**config.mk**
```make
export PLATFORM = sky130hd
export DESIGN_NAME = aabb_collision_query_table_top_flat
export DESIGN_NICKNAME = d
export VERILOG_FILES = /design/src/rtl/acqt_pkg.sv /design/src/rtl/acqt_in_if.sv /design/src/rtl/acqt_out_if.sv /design/src/rtl/aabb_collision_query_table_top.sv /design/src/rtl/acqt_mem.sv /design/src/rtl/acqt_ovl.sv /design/src/flat_wrapper.sv
export VERILOG_INCLUDE_DIRS = /design/src /design/src/rtl
export SDC_FILE = /design/constraint.sdc
export NUM_CORES = 2
export LEC_CHECK = 0
export BUFFER_PORTS_ARGS = -buffer_cell sky130_fd_sc_hd__buf_2
export CAP_MARGIN = 0
export CORE_MARGIN = 4
export CORE_UTILIZATION = 30
export DETAILED_ROUTE_END_ITERATION = 8
export PLACE_DENSITY = 0.48
export SLEW_MARGIN = 10
export SYNTH_ARGS = -nofsm -noshare
export SYNTH_HDL_FRONTEND = slang
export SYNTH_SLANG_ARGS = --single-unit
```
**constraint.sdc**
```tcl
create_clock -name i_clk -period 7.65 [get_ports i_clk]
set_input_delay 1.1475 -clock i_clk [delete_from_list [all_inputs] [get_ports i_clk]]
set_output_delay 1.1475 -clock i_clk [all_outputs]
set_load 0.02 [all_outputs]
```
**src/rtl/assert_macros.svh**
```systemverilog
// Assertion macros for the RTL, used by the top-level file; clock and reset are i_clk and i_rst_n.
`ifndef ASSERT_MACROS_SVH
`define ASSERT_MACROS_SVH

// same-cycle implication
`define ACQT_ASSERT_IMPL(lbl, pre, post) \
    lbl: assert property (@(posedge i_clk) disable iff (!i_rst_n) (pre) |-> (post)) \
        else $error("acqt assertion failed");

// next-cycle implication
`define ACQT_ASSERT_NEXT(lbl, pre, post) \
    lbl: assert property (@(posedge i_clk) disable iff (!i_rst_n) (pre) |=> (post)) \
        else $error("acqt assertion failed");

`endif

```
**src/rtl/acqt_pkg.sv**
```systemverilog
// Shared types and constants of the box collision query table.
`default_nettype none

package acqt_pkg;

    localparam int ACQT_NUM_ENTRIES = 32;
    localparam int ACQT_COORD_BITS  = 16;
    localparam int IDX_W            = 5;
    localparam int TAG_W            = 16;
    localparam int OP_W             = 2;

    typedef enum logic [OP_W-1:0] {
        OP_WRITE = 2'd0,
        OP_CLEAR = 2'd1,
        OP_QUERY = 2'd2,
        OP_NOP   = 2'd3
    } t_op;

    // pipeline token: vld = entry to test (or hit, after evaluation), fin = end of scan
    typedef struct packed {
        logic vld;
        logic fin;
    } t_tok;

endpackage

`default_nettype wire

```
**src/rtl/acqt_in_if.sv**
```systemverilog
// Request channel: operation, entry index, box and tag.
`default_nettype none

interface acqt_in_if
    import acqt_pkg::*;
#(
    parameter int COORD_BITS = ACQT_COORD_BITS
) ();
    logic                         valid;
    logic                         ready;
    logic [OP_W-1:0]              operation;
    logic [IDX_W-1:0]             entry_index;
    logic signed [COORD_BITS-1:0] box_x;
    logic signed [COORD_BITS-1:0] box_y;
    logic [COORD_BITS-2:0]        box_width;
    logic [COORD_BITS-2:0]        box_height;
    logic [TAG_W-1:0]             object_tag;

    modport source (
        output valid, operation, entry_index, box_x, box_y, box_width, box_height,
               object_tag,
        input  ready
    );
    modport sink (
        input  valid, operation, entry_index, box_x, box_y, box_width, box_height,
               object_tag,
        output ready
    );
endinterface

`default_nettype wire

```
**src/rtl/acqt_out_if.sv**
```systemverilog
// Result channel: hit flag, hit entry, intersection rectangle, last marker.
`default_nettype none

interface acqt_out_if
    import acqt_pkg::*;
#(
    parameter int COORD_BITS = ACQT_COORD_BITS
) ();
    logic                         valid;
    logic                         ready;
    logic                         hit_valid;
    logic [IDX_W-1:0]             hit_index;
    logic [TAG_W-1:0]             hit_tag;
    logic signed [COORD_BITS-1:0] overlap_x;
    logic signed [COORD_BITS-1:0] overlap_y;
    logic [COORD_BITS-1:0]        overlap_width;
    logic [COORD_BITS-1:0]        overlap_height;
    logic                         last_result;

    modport source (
        output valid, hit_valid, hit_index, hit_tag, overlap_x, overlap_y,
               overlap_width, overlap_height, last_result,
        input  ready
    );
    modport sink (
        input  valid, hit_valid, hit_index, hit_tag, overlap_x, overlap_y,
               overlap_width, overlap_height, last_result,
        output ready
    );
endinterface

`default_nettype wire

```
**src/rtl/aabb_collision_query_table_top.sv**
```systemverilog
// Top level of the box collision query table: control, valid bits, hit holding and output.
//
//  channel  dir  beat contents
//  i_in     in   operation, entry_index, box_x, box_y, box_width, box_height, object_tag
//  o_out    out  hit_valid, hit_index, hit_tag, overlap_x/y/width/height, last_result
//
// Write, clear, no-op and a query of an invalid or out-of-range entry answer with one beat.
// Query: the box table has one read port and the scan reads one entry per cycle while o_out
// does not stall (query box read, then entries 0 to NUM_ENTRIES-1).
// A hit is held back one beat so that the last one can be marked; o_out stalls freeze
// the whole scan pipeline.
// Reset clears valid bits and control; box and tag contents are undefined until written.
`default_nettype none
`include "assert_macros.svh"

module aabb_collision_query_table_top
    import acqt_pkg::*;
#(
    parameter int NUM_ENTRIES = ACQT_NUM_ENTRIES,
    parameter int COORD_BITS  = ACQT_COORD_BITS
) (
    input  wire logic  i_clk,
    input  wire logic  i_rst_n,
    acqt_in_if.sink    i_in,
    acqt_out_if.source o_out
);

    localparam int C      = COORD_BITS;
    localparam int AW     = $clog2(NUM_ENTRIES);
    localparam int CW     = $clog2(NUM_ENTRIES + 1);
    localparam int BOX_W  = 4 * C - 2;
    localparam int WORD_W = BOX_W + TAG_W;

    typedef enum logic [1:0] {
        S_IDLE,
        S_QLOAD,
        S_SCAN,
        S_DRAIN
    } t_state;

    t_state              r_state;
    logic [NUM_ENTRIES-1:0] r_valid;
    logic [CW-1:0]       r_scan_cnt;
    logic [AW-1:0]       r_q_idx;
    logic signed [C-1:0] r_qx, r_qy;
    logic [C-2:0]        r_qw, r_qh;

    t_tok                r_rd_tok;
    logic [AW-1:0]       r_rd_idx;

    logic                r_pd_vld;
    logic [IDX_W-1:0]    r_pd_idx;
    logic [TAG_W-1:0]    r_pd_tag;
    logic signed [C-1:0] r_pd_x, r_pd_y;
    logic [C-1:0]        r_pd_w, r_pd_h;

    logic                r_out_vld;
    logic                r_out_hit;
    logic [IDX_W-1:0]    r_out_idx;
    logic [TAG_W-1:0]    r_out_tag;
    logic signed [C-1:0] r_out_x, r_out_y;
    logic [C-1:0]        r_out_w, r_out_h;
    logic                r_out_last;
    logic                n_out_vld;

    logic                adv;
    logic                in_acc;
    t_op                 op;
    logic                in_range;
    logic [AW-1:0]       addr_in;
    logic                q_ok;
    logic                scan_more;
    logic [AW-1:0]       scan_addr;

    logic                mem_wr_en;
    logic [WORD_W-1:0]   mem_wr_data;
    logic                mem_rd_en;
    logic [AW-1:0]       mem_rd_addr;
    logic [WORD_W-1:0]   mem_rd_data;

    logic signed [C-1:0] ent_x, ent_y;
    logic [C-2:0]        ent_w, ent_h;
    logic [TAG_W-1:0]    ent_tag;

    t_tok                ev_tok;
    logic [AW-1:0]       ev_idx;
    logic [TAG_W-1:0]    ev_tag;
    logic signed [C-1:0] ev_lx, ev_ty;
    logic signed [C:0]   ev_rx, ev_by;
    logic signed [C:0]   ev_w, ev_h;

    // pipeline moves whenever the output register is free or being drained
    assign adv       = !r_out_vld || o_out.ready;
    assign i_in.ready = (r_state == S_IDLE) && adv;
    assign in_acc    = i_in.valid && i_in.ready;
    assign op        = t_op'(i_in.operation);
    assign in_range  = 32'(i_in.entry_index) < NUM_ENTRIES;
    assign addr_in   = AW'(i_in.entry_index);
    assign q_ok      = (op == OP_QUERY) && in_range && r_valid[addr_in];
    assign scan_more = r_scan_cnt < CW'(NUM_ENTRIES);
    assign scan_addr = r_scan_cnt[AW-1:0];

    // a beat is loaded for an empty reply, a flushed hit, or the end of a scan
    assign n_out_vld = adv ? ((in_acc && !q_ok) || (ev_tok.vld && r_pd_vld) || ev_tok.fin)
                           : r_out_vld;

    assign mem_wr_en   = in_acc && (op == OP_WRITE) && in_range;
    assign mem_wr_data = {i_in.object_tag, i_in.box_height, i_in.box_width,
                          i_in.box_y, i_in.box_x};
    assign mem_rd_en   = (r_state == S_IDLE) || ((r_state == S_SCAN) && adv && scan_more);
    assign mem_rd_addr = (r_state == S_IDLE) ? addr_in : scan_addr;

    assign ent_x   = mem_rd_data[C-1:0];
    assign ent_y   = mem_rd_data[2*C-1:C];
    assign ent_w   = mem_rd_data[3*C-2:2*C];
    assign ent_h   = mem_rd_data[BOX_W-1:3*C-1];
    assign ent_tag = mem_rd_data[WORD_W-1:BOX_W];

    assign ev_w = ev_rx - $signed({ev_lx[C-1], ev_lx});
    assign ev_h = ev_by - $signed({ev_ty[C-1], ev_ty});

    acqt_mem #(
        .DEPTH (NUM_ENTRIES),
        .WIDTH (WORD_W),
        .AW    (AW)
    ) u_mem (
        .i_clk     (i_clk),
        .i_wr_en   (mem_wr_en),
        .i_wr_addr (addr_in),
        .i_wr_data (mem_wr_data),
        .i_rd_en   (mem_rd_en),
        .i_rd_addr (mem_rd_addr),
        .o_rd_data (mem_rd_data)
    );

    acqt_ovl #(
        .COORD_BITS (C),
        .AW         (AW)
    ) u_ovl (
        .i_clk   (i_clk),
        .i_rst_n (i_rst_n),
        .i_adv   (adv),
        .i_tok   (r_rd_tok),
        .i_idx   (r_rd_idx),
        .i_ax    (r_qx),
        .i_ay    (r_qy),
        .i_aw    (r_qw),
        .i_ah    (r_qh),
        .i_bx    (ent_x),
        .i_by    (ent_y),
        .i_bw    (ent_w),
        .i_bh    (ent_h),
        .i_btag  (ent_tag),
        .o_tok   (ev_tok),
        .o_idx   (ev_idx),
        .o_tag   (ev_tag),
        .o_lx    (ev_lx),
        .o_ty    (ev_ty),
        .o_rx    (ev_rx),
        .o_by    (ev_by)
    );

    always_ff @(posedge i_clk) begin
        if (!i_rst_n) begin
            r_state    <= S_IDLE;
            r_valid    <= '0;
            r_scan_cnt <= '0;
            r_rd_tok   <= '0;
            r_pd_vld   <= 1'b0;
            r_out_vld  <= 1'b0;
        end else begin
            r_out_vld <= n_out_vld;

            unique case (r_state)
                S_IDLE: begin
                    if (in_acc) begin
                        unique case (op)
                            OP_WRITE: if (in_range) r_valid[addr_in] <= 1'b1;
                            OP_CLEAR: if (in_range) r_valid[addr_in] <= 1'b0;
                            OP_QUERY: ;
                            OP_NOP:   ;
                        endcase
                        if (q_ok) begin
                            r_state    <= S_QLOAD;
                            r_q_idx    <= addr_in;
                            r_scan_cnt <= '0;
                        end else begin
                            r_out_hit  <= 1'b0;
                            r_out_idx  <= '0;
                            r_out_tag  <= '0;
                            r_out_x    <= '0;
                            r_out_y    <= '0;
                            r_out_w    <= '0;
                            r_out_h    <= '0;
                            r_out_last <= 1'b1;
                        end
                    end
                end
                S_QLOAD: begin
                    r_qx    <= ent_x;
                    r_qy    <= ent_y;
                    r_qw    <= ent_w;
                    r_qh    <= ent_h;
                    r_state <= S_SCAN;
                end
                S_SCAN: begin
                    if (adv) begin
                        if (scan_more) begin
                            r_rd_tok.vld <= r_valid[scan_addr] && (scan_addr != r_q_idx);
                            r_rd_tok.fin <= 1'b0;
                            r_rd_idx     <= scan_addr;
                            r_scan_cnt   <= r_scan_cnt + 1'b1;
                        end else begin
                            // end-of-scan marker follows the last entry
                            r_rd_tok.vld <= 1'b0;
                            r_rd_tok.fin <= 1'b1;
                            r_state      <= S_DRAIN;
                        end
                    end
                end
                S_DRAIN: begin
                    if (adv) begin
                        r_rd_tok <= '0;
                        if (ev_tok.fin) begin
                            r_state <= S_IDLE;
                        end
                    end
                end
            endcase

            // hold one hit back so the final beat can carry last_result
            if (adv) begin
                if (ev_tok.vld) begin
                    if (r_pd_vld) begin
                        r_out_hit  <= 1'b1;
                        r_out_idx  <= r_pd_idx;
                        r_out_tag  <= r_pd_tag;
                        r_out_x    <= r_pd_x;
                        r_out_y    <= r_pd_y;
                        r_out_w    <= r_pd_w;
                        r_out_h    <= r_pd_h;
                        r_out_last <= 1'b0;
                    end
                    r_pd_vld <= 1'b1;
                    r_pd_idx <= IDX_W'(ev_idx);
                    r_pd_tag <= ev_tag;
                    r_pd_x   <= ev_lx;
                    r_pd_y   <= ev_ty;
                    r_pd_w   <= ev_w[C-1:0];
                    r_pd_h   <= ev_h[C-1:0];
                end else if (ev_tok.fin) begin
                    r_out_hit  <= r_pd_vld;
                    r_out_idx  <= r_pd_vld ? r_pd_idx : '0;
                    r_out_tag  <= r_pd_vld ? r_pd_tag : '0;
                    r_out_x    <= r_pd_vld ? r_pd_x : '0;
                    r_out_y    <= r_pd_vld ? r_pd_y : '0;
                    r_out_w    <= r_pd_vld ? r_pd_w : '0;
                    r_out_h    <= r_pd_vld ? r_pd_h : '0;
                    r_out_last <= 1'b1;
                    r_pd_vld   <= 1'b0;
                end
            end
        end
    end

    assign o_out.valid          = r_out_vld;
    assign o_out.hit_valid      = r_out_hit;
    assign o_out.hit_index      = r_out_idx;
    assign o_out.hit_tag        = r_out_tag;
    assign o_out.overlap_x      = r_out_x;
    assign o_out.overlap_y      = r_out_y;
    assign o_out.overlap_width  = r_out_w;
    assign o_out.overlap_height = r_out_h;
    assign o_out.last_result    = r_out_last;

    `ACQT_ASSERT_IMPL(a_pend_in_scan, r_pd_vld, (r_state == S_SCAN) || (r_state == S_DRAIN))
    `ACQT_ASSERT_IMPL(a_fin_in_drain, ev_tok.fin, r_state == S_DRAIN)
    `ACQT_ASSERT_IMPL(a_cnt_bound, 1'b1, r_scan_cnt <= CW'(NUM_ENTRIES))
    `ACQT_ASSERT_IMPL(a_empty_is_last, r_out_vld && !r_out_hit, r_out_last)
    `ACQT_ASSERT_NEXT(a_hit_flush, adv && ev_tok.vld && r_pd_vld,
                      r_out_vld && r_out_hit && !r_out_last)

endmodule

`default_nettype wire

```
**src/rtl/acqt_mem.sv**
```systemverilog
// Single-port-write, registered-read memory holding box and tag of each entry.
`default_nettype none

module acqt_mem
    import acqt_pkg::*;
#(
    parameter int DEPTH = ACQT_NUM_ENTRIES,
    parameter int WIDTH = 4 * ACQT_COORD_BITS - 2 + TAG_W,
    parameter int AW    = $clog2(ACQT_NUM_ENTRIES)
) (
    input  wire logic             i_clk,
    input  wire logic             i_wr_en,
    input  wire logic [AW-1:0]    i_wr_addr,
    input  wire logic [WIDTH-1:0] i_wr_data,
    input  wire logic             i_rd_en,
    input  wire logic [AW-1:0]    i_rd_addr,
    output logic      [WIDTH-1:0] o_rd_data
);

    logic [WIDTH-1:0] r_mem [DEPTH];
    logic [WIDTH-1:0] r_rd_data;

    always_ff @(posedge i_clk) begin
        if (i_wr_en) begin
            r_mem[i_wr_addr] <= i_wr_data;
        end
    end

    always_ff @(posedge i_clk) begin
        if (i_rd_en) begin
            r_rd_data <= r_mem[i_rd_addr];
        end
    end

    assign o_rd_data = r_rd_data;

endmodule

`default_nettype wire

```
**src/rtl/acqt_ovl.sv**
```systemverilog
// Overlap evaluation stage: strict edge tests and intersection edges, registered.
`default_nettype none

module acqt_ovl
    import acqt_pkg::*;
#(
    parameter int COORD_BITS = ACQT_COORD_BITS,
    parameter int AW         = $clog2(ACQT_NUM_ENTRIES)
) (
    input  wire logic                         i_clk,
    input  wire logic                         i_rst_n,
    input  wire logic                         i_adv,
    input  wire t_tok                         i_tok,
    input  wire logic [AW-1:0]                i_idx,
    input  wire logic signed [COORD_BITS-1:0] i_ax,
    input  wire logic signed [COORD_BITS-1:0] i_ay,
    input  wire logic [COORD_BITS-2:0]        i_aw,
    input  wire logic [COORD_BITS-2:0]        i_ah,
    input  wire logic signed [COORD_BITS-1:0] i_bx,
    input  wire logic signed [COORD_BITS-1:0] i_by,
    input  wire logic [COORD_BITS-2:0]        i_bw,
    input  wire logic [COORD_BITS-2:0]        i_bh,
    input  wire logic [TAG_W-1:0]             i_btag,
    output t_tok                              o_tok,
    output logic [AW-1:0]                     o_idx,
    output logic [TAG_W-1:0]                  o_tag,
    output logic signed [COORD_BITS-1:0]      o_lx,
    output logic signed [COORD_BITS-1:0]      o_ty,
    output logic signed [COORD_BITS:0]        o_rx,
    output logic signed [COORD_BITS:0]        o_by
);

    localparam int C = COORD_BITS;

    logic signed [C:0]   ax_e, ay_e, bx_e, by_e;
    logic signed [C:0]   ar, ab, br, bb;
    logic                hit;
    logic signed [C-1:0] lx, ty;
    logic signed [C:0]   rx, by_min;

    t_tok                r_tok;
    logic [AW-1:0]       r_idx;
    logic [TAG_W-1:0]    r_tag;
    logic signed [C-1:0] r_lx, r_ty;
    logic signed [C:0]   r_rx, r_by;

    always_comb begin
        ax_e = $signed({i_ax[C-1], i_ax});
        ay_e = $signed({i_ay[C-1], i_ay});
        bx_e = $signed({i_bx[C-1], i_bx});
        by_e = $signed({i_by[C-1], i_by});
        ar   = ax_e + $signed({2'b00, i_aw});
        ab   = ay_e + $signed({2'b00, i_ah});
        br   = bx_e + $signed({2'b00, i_bw});
        bb   = by_e + $signed({2'b00, i_bh});
        // touching edges are not an overlap
        hit  = i_tok.vld && (ab > by_e) && (ay_e < bb) && (ar > bx_e) && (ax_e < br);
        lx     = (i_ax > i_bx) ? i_ax : i_bx;
        ty     = (i_ay > i_by) ? i_ay : i_by;
        rx     = (ar < br) ? ar : br;
        by_min = (ab < bb) ? ab : bb;
    end

    always_ff @(posedge i_clk) begin
        if (!i_rst_n) begin
            r_tok <= '0;
        end else if (i_adv) begin
            r_tok.vld <= hit;
            r_tok.fin <= i_tok.fin;
            r_idx     <= i_idx;
            r_tag     <= i_btag;
            r_lx      <= lx;
            r_ty      <= ty;
            r_rx      <= rx;
            r_by      <= by_min;
        end
    end

    assign o_tok = r_tok;
    assign o_idx = r_idx;
    assign o_tag = r_tag;
    assign o_lx  = r_lx;
    assign o_ty  = r_ty;
    assign o_rx  = r_rx;
    assign o_by  = r_by;

endmodule

`default_nettype wire
```
**src/flat_wrapper.sv**
```systemverilog
// flat-port wrapper written by rule: the top's interface ports become plain ports
module aabb_collision_query_table_top_flat import acqt_pkg::*;
#(
    parameter int NUM_ENTRIES = ACQT_NUM_ENTRIES,
    parameter int COORD_BITS  = ACQT_COORD_BITS
)
  (i_clk, i_rst_n, i_in_valid, i_in_operation, i_in_entry_index, i_in_box_x, i_in_box_y, i_in_box_width, i_in_box_height, i_in_object_tag, i_in_ready, o_out_valid, o_out_hit_valid, o_out_hit_index, o_out_hit_tag, o_out_overlap_x, o_out_overlap_y, o_out_overlap_width, o_out_overlap_height, o_out_last_result, o_out_ready);
  acqt_in_if #(.COORD_BITS(COORD_BITS)) i_in_i ();
  acqt_out_if #(.COORD_BITS(COORD_BITS)) o_out_i ();
  input  wire logic i_clk;
  input  wire logic i_rst_n;
  input wire logic [$bits(i_in_i.valid)-1:0] i_in_valid;
  input wire logic [$bits(i_in_i.operation)-1:0] i_in_operation;
  input wire logic [$bits(i_in_i.entry_index)-1:0] i_in_entry_index;
  input wire logic [$bits(i_in_i.box_x)-1:0] i_in_box_x;
  input wire logic [$bits(i_in_i.box_y)-1:0] i_in_box_y;
  input wire logic [$bits(i_in_i.box_width)-1:0] i_in_box_width;
  input wire logic [$bits(i_in_i.box_height)-1:0] i_in_box_height;
  input wire logic [$bits(i_in_i.object_tag)-1:0] i_in_object_tag;
  output wire logic [$bits(i_in_i.ready)-1:0] i_in_ready;
  output wire logic [$bits(o_out_i.valid)-1:0] o_out_valid;
  output wire logic [$bits(o_out_i.hit_valid)-1:0] o_out_hit_valid;
  output wire logic [$bits(o_out_i.hit_index)-1:0] o_out_hit_index;
  output wire logic [$bits(o_out_i.hit_tag)-1:0] o_out_hit_tag;
  output wire logic [$bits(o_out_i.overlap_x)-1:0] o_out_overlap_x;
  output wire logic [$bits(o_out_i.overlap_y)-1:0] o_out_overlap_y;
  output wire logic [$bits(o_out_i.overlap_width)-1:0] o_out_overlap_width;
  output wire logic [$bits(o_out_i.overlap_height)-1:0] o_out_overlap_height;
  output wire logic [$bits(o_out_i.last_result)-1:0] o_out_last_result;
  input wire logic [$bits(o_out_i.ready)-1:0] o_out_ready;
  assign i_in_i.valid = i_in_valid;
  assign i_in_i.operation = i_in_operation;
  assign i_in_i.entry_index = i_in_entry_index;
  assign i_in_i.box_x = i_in_box_x;
  assign i_in_i.box_y = i_in_box_y;
  assign i_in_i.box_width = i_in_box_width;
  assign i_in_i.box_height = i_in_box_height;
  assign i_in_i.object_tag = i_in_object_tag;
  assign i_in_ready = i_in_i.ready;
  assign o_out_valid = o_out_i.valid;
  assign o_out_hit_valid = o_out_i.hit_valid;
  assign o_out_hit_index = o_out_i.hit_index;
  assign o_out_hit_tag = o_out_i.hit_tag;
  assign o_out_overlap_x = o_out_i.overlap_x;
  assign o_out_overlap_y = o_out_i.overlap_y;
  assign o_out_overlap_width = o_out_i.overlap_width;
  assign o_out_overlap_height = o_out_i.overlap_height;
  assign o_out_last_result = o_out_i.last_result;
  assign o_out_i.ready = o_out_ready;
  aabb_collision_query_table_top #(.NUM_ENTRIES(NUM_ENTRIES), .COORD_BITS(COORD_BITS)) u_core (.i_clk(i_clk), .i_rst_n(i_rst_n), .i_in(i_in_i), .o_out(o_out_i));
endmodule
```
==> run metrics <==
outcome=completed; RSZ-0062 raised after global routing=false; Cells after DPL=about 12000; GR Util All Layers=16.0%; Seq/Total Area, Yosys=roughly three quarters; final hold violation count=0; chip width=638 um; Total Wirelength=between 300000 and 400000 um; dpl hpwl=between 150000 and 200000 um; 1st-iter DRT viols=~5400; crit path time final=roughly 5700 ps; clock skew=69.9 ps; IO buf count=177; Area growth, synth to finish=15.4%; fillers=roughly 37000; Yosys warning count=0; Sequential Power Share=42.2%; Pre-antenna DRT Iters=5; Arr. time, crit path=6260 ps; Post-route DRC=0; Synth async-reset ratio=0%; initial antenna violation count=66; Die Footprint=about 0.41 sq mm; Avg WL per Cell=between 20 and 30 um; WL met3=roughly 16000 um; clk slew on worst S/H paths=around 60 ps; FF-to-FF path depth=17; worst stage delay on the critical path=approximately 660 ps; Worst Tran Pin Value=between 1000 and 1500 ps; final max-slew violation count=0; CTS tree=built; Syn Area/Cell=18.4 sq um; layout cells sized above 1=a little over a fifth; post-synthesis xor/xnor area fraction=0.567%; number of max-cap violations=0; htree depth=5; Sw Pwr=roughly 0.014 W; multi-input combinational cell area=0.0294 sq mm; Comb pwr share=around a quarter; fin nets=between 7000 and 8000; antenna-violating nets left=0; overall via count from detail_route=~62000; largest net degree at the start of global routing=roughly 100; Min-Delay Path Class=reg2reg; Power Internal=about 0.032 W; EDFF count, synth=2903; global placement routability congestion=0.816; post-synthesis mux area share=12.6%; FF-to-FF Start=u_core.u_mem.o_rd_data[16]; Worst Setup End Kind=flip-flop; Setup TNS Final=0 ps; Sink Count=2949; Final Setup Violations=0; startpoint kind of the worst setup timing path=flip-flop; Pwr Total=0.0454 W; #FFs+latches synth=just under 3000; Final Cycle Share=about three quarters; Compound-Gate Fraction of Synth Area=2.87%; largest family of logic cells by synthesized area=multiplexers; main flop type after synthesis=edfxtp_1; Cell variety after synth=77; worst skew pair latency=920 ps; standard-cell row count=between 200 and 250; max_slew headroom=between 10% and 20%; DR WL met2=between 150000 and 200000 um; Core Area=slightly below 0.4 sq mm; clock network power share=about a third; hold_sp=u_core.u_ovl.o_tag[4]; Hold Path Stages=0; crit-path cells=ha_1, fa_1, a211oi_1, o21ai_0, a211oi_1, o21ai_0, o311ai_0, o21ai_0, a211o_1, ha_1, nand4_1, nor2_1, a2111oi_0, o21ai_0, o2bb2ai_2, buf_4, o21ai_0; vias in the first global route=between 60000 and 70000; maximum vdd drop=0.000202 V; Synth Area in Adders=under 10%; WL met1=around 150000 um; # IOs=178; Synth Area in Simple Gates=slightly below 6%; crit path max fanout=21; post-CTS setup buffers=0; via/cell ratio=about 5; Post-Layout Cell Count=about 12000; Cells after Synth=roughly 6500; WHS=slightly below 400 ps; fmax=between 150 and 200 MHz; syn nets=between 6000 and 7000; CTS root buffer=clkbuf_16; reg2reg end=u_core.u_ovl.o_by[5]; R2R Setup Slk=~2000 ps; Syn Std Cell Area=0.119 sq mm; highest metal layer with signal wires=met5; Reg area=between 0.08 and 0.09 sq mm; data required time at the worst endpoint=just over 8000 ps; P_leak=about 45 nW; CTS Buf Count=about 330; pwr dens=approximately 330 mW/mm^2; die height=approximately 640 um; hold path endpoint=u_core.r_pd_tag[4]; most frequent CP cell=o21ai_0; grt ovf=0; critical path class=reg2reg; Sw Share=29.9%; wire length of the first global-routing pass=~480000 um; CTS Hold Bufs=0; slowest stage cell, crit path=o2bb2ai_2; Clock Path Buffers=4; CTS resizes=0; Initial Utilization=between 30% and 40%
final cells by class:
class	count	share of cell area, %
Antenna cell	21	0.0383
Clock buffer	396	6.23
Clock inverter	190	1.24
Inverter	117	0.320
Multi-Input combinational cell	3079	21.4
Sequential cell	2949	64.2
Tap cell	5220	4.76
Timing Repair Buffer	321	1.82
stage by stage:
stage	worst slack, ps	instance area (sq um)	utilization (%)
finish	1970	137000	34.9
floorplan	1360	119000	-
CTS	1920	137000	34.9
detailed placement	2020	127000	32.2
global route	1590	137000	34.9
global placement	1870	127000	32.2
cells by family after synthesis:
kind of cell / count (synthesis)
XOR/XNOR: 77
AND/OR/NAND/NOR: 1598
AO/OA/AOI/OAI: 489
flip-flops: 2949
buffers and inverters: 432
adder cells (fa/ha/maj): 230
multiplexers: 685
worst max-delay path, delay by kind of cell (launching register included):
| family | cells | cell delay, ps |
|---|---|---|
| AO/OA/AOI/OAI | 11 | 3420 |
| adder cells (fa/ha/maj) | 3 | 1030 |
| flip-flops | 1 | 470 |
| buffers and inverters | 1 | 280 |
| AND/OR/NAND/NOR | 2 | 160 |
synthesized netlist by cell type, types with 5 or more instances:
| cell | count | area [sq um] |
|---|---|---|
| nor3_1 | 29 | 145 |
| nand2b_1 | 23 | 144 |
| inv_1 | 117 | 439 |
| dfxtp_1 | 46 | 921 |
| a21boi_0 | 6 | 45.0 |
| a21o_1 | 28 | 210 |
| nor2_1 | 143 | 537 |
| a311oi_1 | 17 | 149 |
| buf_1 | 33 | 124 |
| a211oi_1 | 24 | 180 |
| o221ai_1 | 5 | 43.8 |
| buf_2 | 92 | 460 |
| fa_1 | 6 | 120 |
| mux4_2 | 638 | 14400 |
| a31oi_1 | 9 | 56.3 |
| edfxtp_1 | 2903 | 87200 |
| nor3b_1 | 6 | 45.0 |
| nand2_1 | 786 | 2950 |
| and3_1 | 14 | 87.6 |
| mux2_2 | 36 | 405 |
| o21a_1 | 25 | 188 |
| xor2_1 | 17 | 149 |
| nand4_1 | 15 | 93.8 |
| a2111oi_0 | 8 | 70.1 |
| a211o_1 | 6 | 52.6 |
| nand3b_1 | 7 | 52.6 |
| a22oi_1 | 5 | 37.5 |
| mux2i_1 | 8 | 80.1 |
| nand3_1 | 506 | 2530 |
| a21oi_1 | 115 | 576 |
| or2_2 | 12 | 75.1 |
| ha_1 | 224 | 2800 |
| or3_1 | 11 | 68.8 |
| clkbuf_1 | 181 | 679 |
| nor2b_1 | 21 | 131 |
| a22o_1 | 86 | 753 |
| o22ai_1 | 5 | 31.3 |
| o31ai_1 | 10 | 75.1 |
| o211ai_1 | 7 | 52.6 |
| and2_1 | 7 | 43.8 |
| o21bai_1 | 7 | 52.6 |
| xnor2_1 | 60 | 526 |
| o21ai_0 | 85 | 425 |
| buf_6 | 7 | 78.8 |
| o31a_1 | 5 | 43.8 |
layout by cell type, fill, tap and decap left out, types with 102 or more instances in the layout:
cell          n
mux4_2      638
nand2_1     786
inv_1       117
buf_4       102
clkbuf_16   331
nor2_1      109
ha_1        224
edfxtp_1   2903
a21oi_1     115
buf_2       176
nand3_1     506
sequential cells by signal (all words and copies together) (netlist names), 16 cells and up, named ones only:
signal	count
u_core.u_ovl.o_rx	16
u_core.o_out.overlap_height	16
u_core.o_out.overlap_y	16
u_core.o_out.overlap_width	16
u_core.u_ovl.o_ty	16
u_core.u_ovl.o_tag	16
u_core.r_pd_tag	16
u_core.r_pd_x	16
u_core.u_mem.r_mem	2496
u_core.r_pd_w	16
u_core.r_qy	16
u_core.o_out.hit_tag	16
u_core.u_mem.o_rd_data	78
u_core.r_pd_y	16
u_core.o_out.overlap_x	16
u_core.u_ovl.o_by	16
u_core.r_qx	16
u_core.u_ovl.o_lx	16
u_core.r_pd_h	16
worst max path at each step:
stage | from | end | slack (ps) | cells past startpoint
2_1_floorplan | o_out_ready | u_core.u_mem.r_mem[21][0] | 1360 | 7
3_3_place_gp | u_core.u_mem.o_rd_data[16] | u_core.u_ovl.o_by[4] | 1870 | 17
3_5_place_dp | u_core.u_mem.o_rd_data[16] | u_core.u_ovl.o_by[5] | 2020 | 17
4_1_cts | u_core.u_mem.o_rd_data[16] | u_core.u_ovl.o_by[5] | 1920 | 17
5_1_grt | u_core.u_mem.o_rd_data[16] | u_core.u_ovl.o_by[5] | 1590 | 17
6_report | u_core.u_mem.o_rd_data[16] | u_core.u_ovl.o_by[5] | 1970 | 17
layer usage:
| metal | GRT usage (%) | vias to the layer above |
|---|---|---|
| li1 | - | 26600 |
| met1 | 22.3 | 33100 |
| met2 | 26.6 | 1572 |
| met3 | 2.15 | 461 |
| met4 | 3.58 | 14 |
| met5 | 0 | - |
power by group through the flow:
stage	combinational, W	sequential (W)	clock [W]
5_1_grt	0.0123	0.0192	0.0163
3_5_place_dp	0.0112	0.0195	0
2_1_floorplan	0.00740	0.0194	0
4_1_cts	0.0112	0.0192	0.0156
3_3_place_gp	0.0112	0.0195	0
6_report	0.0110	0.0192	0.0152
(Power assumes the default switching activity.)
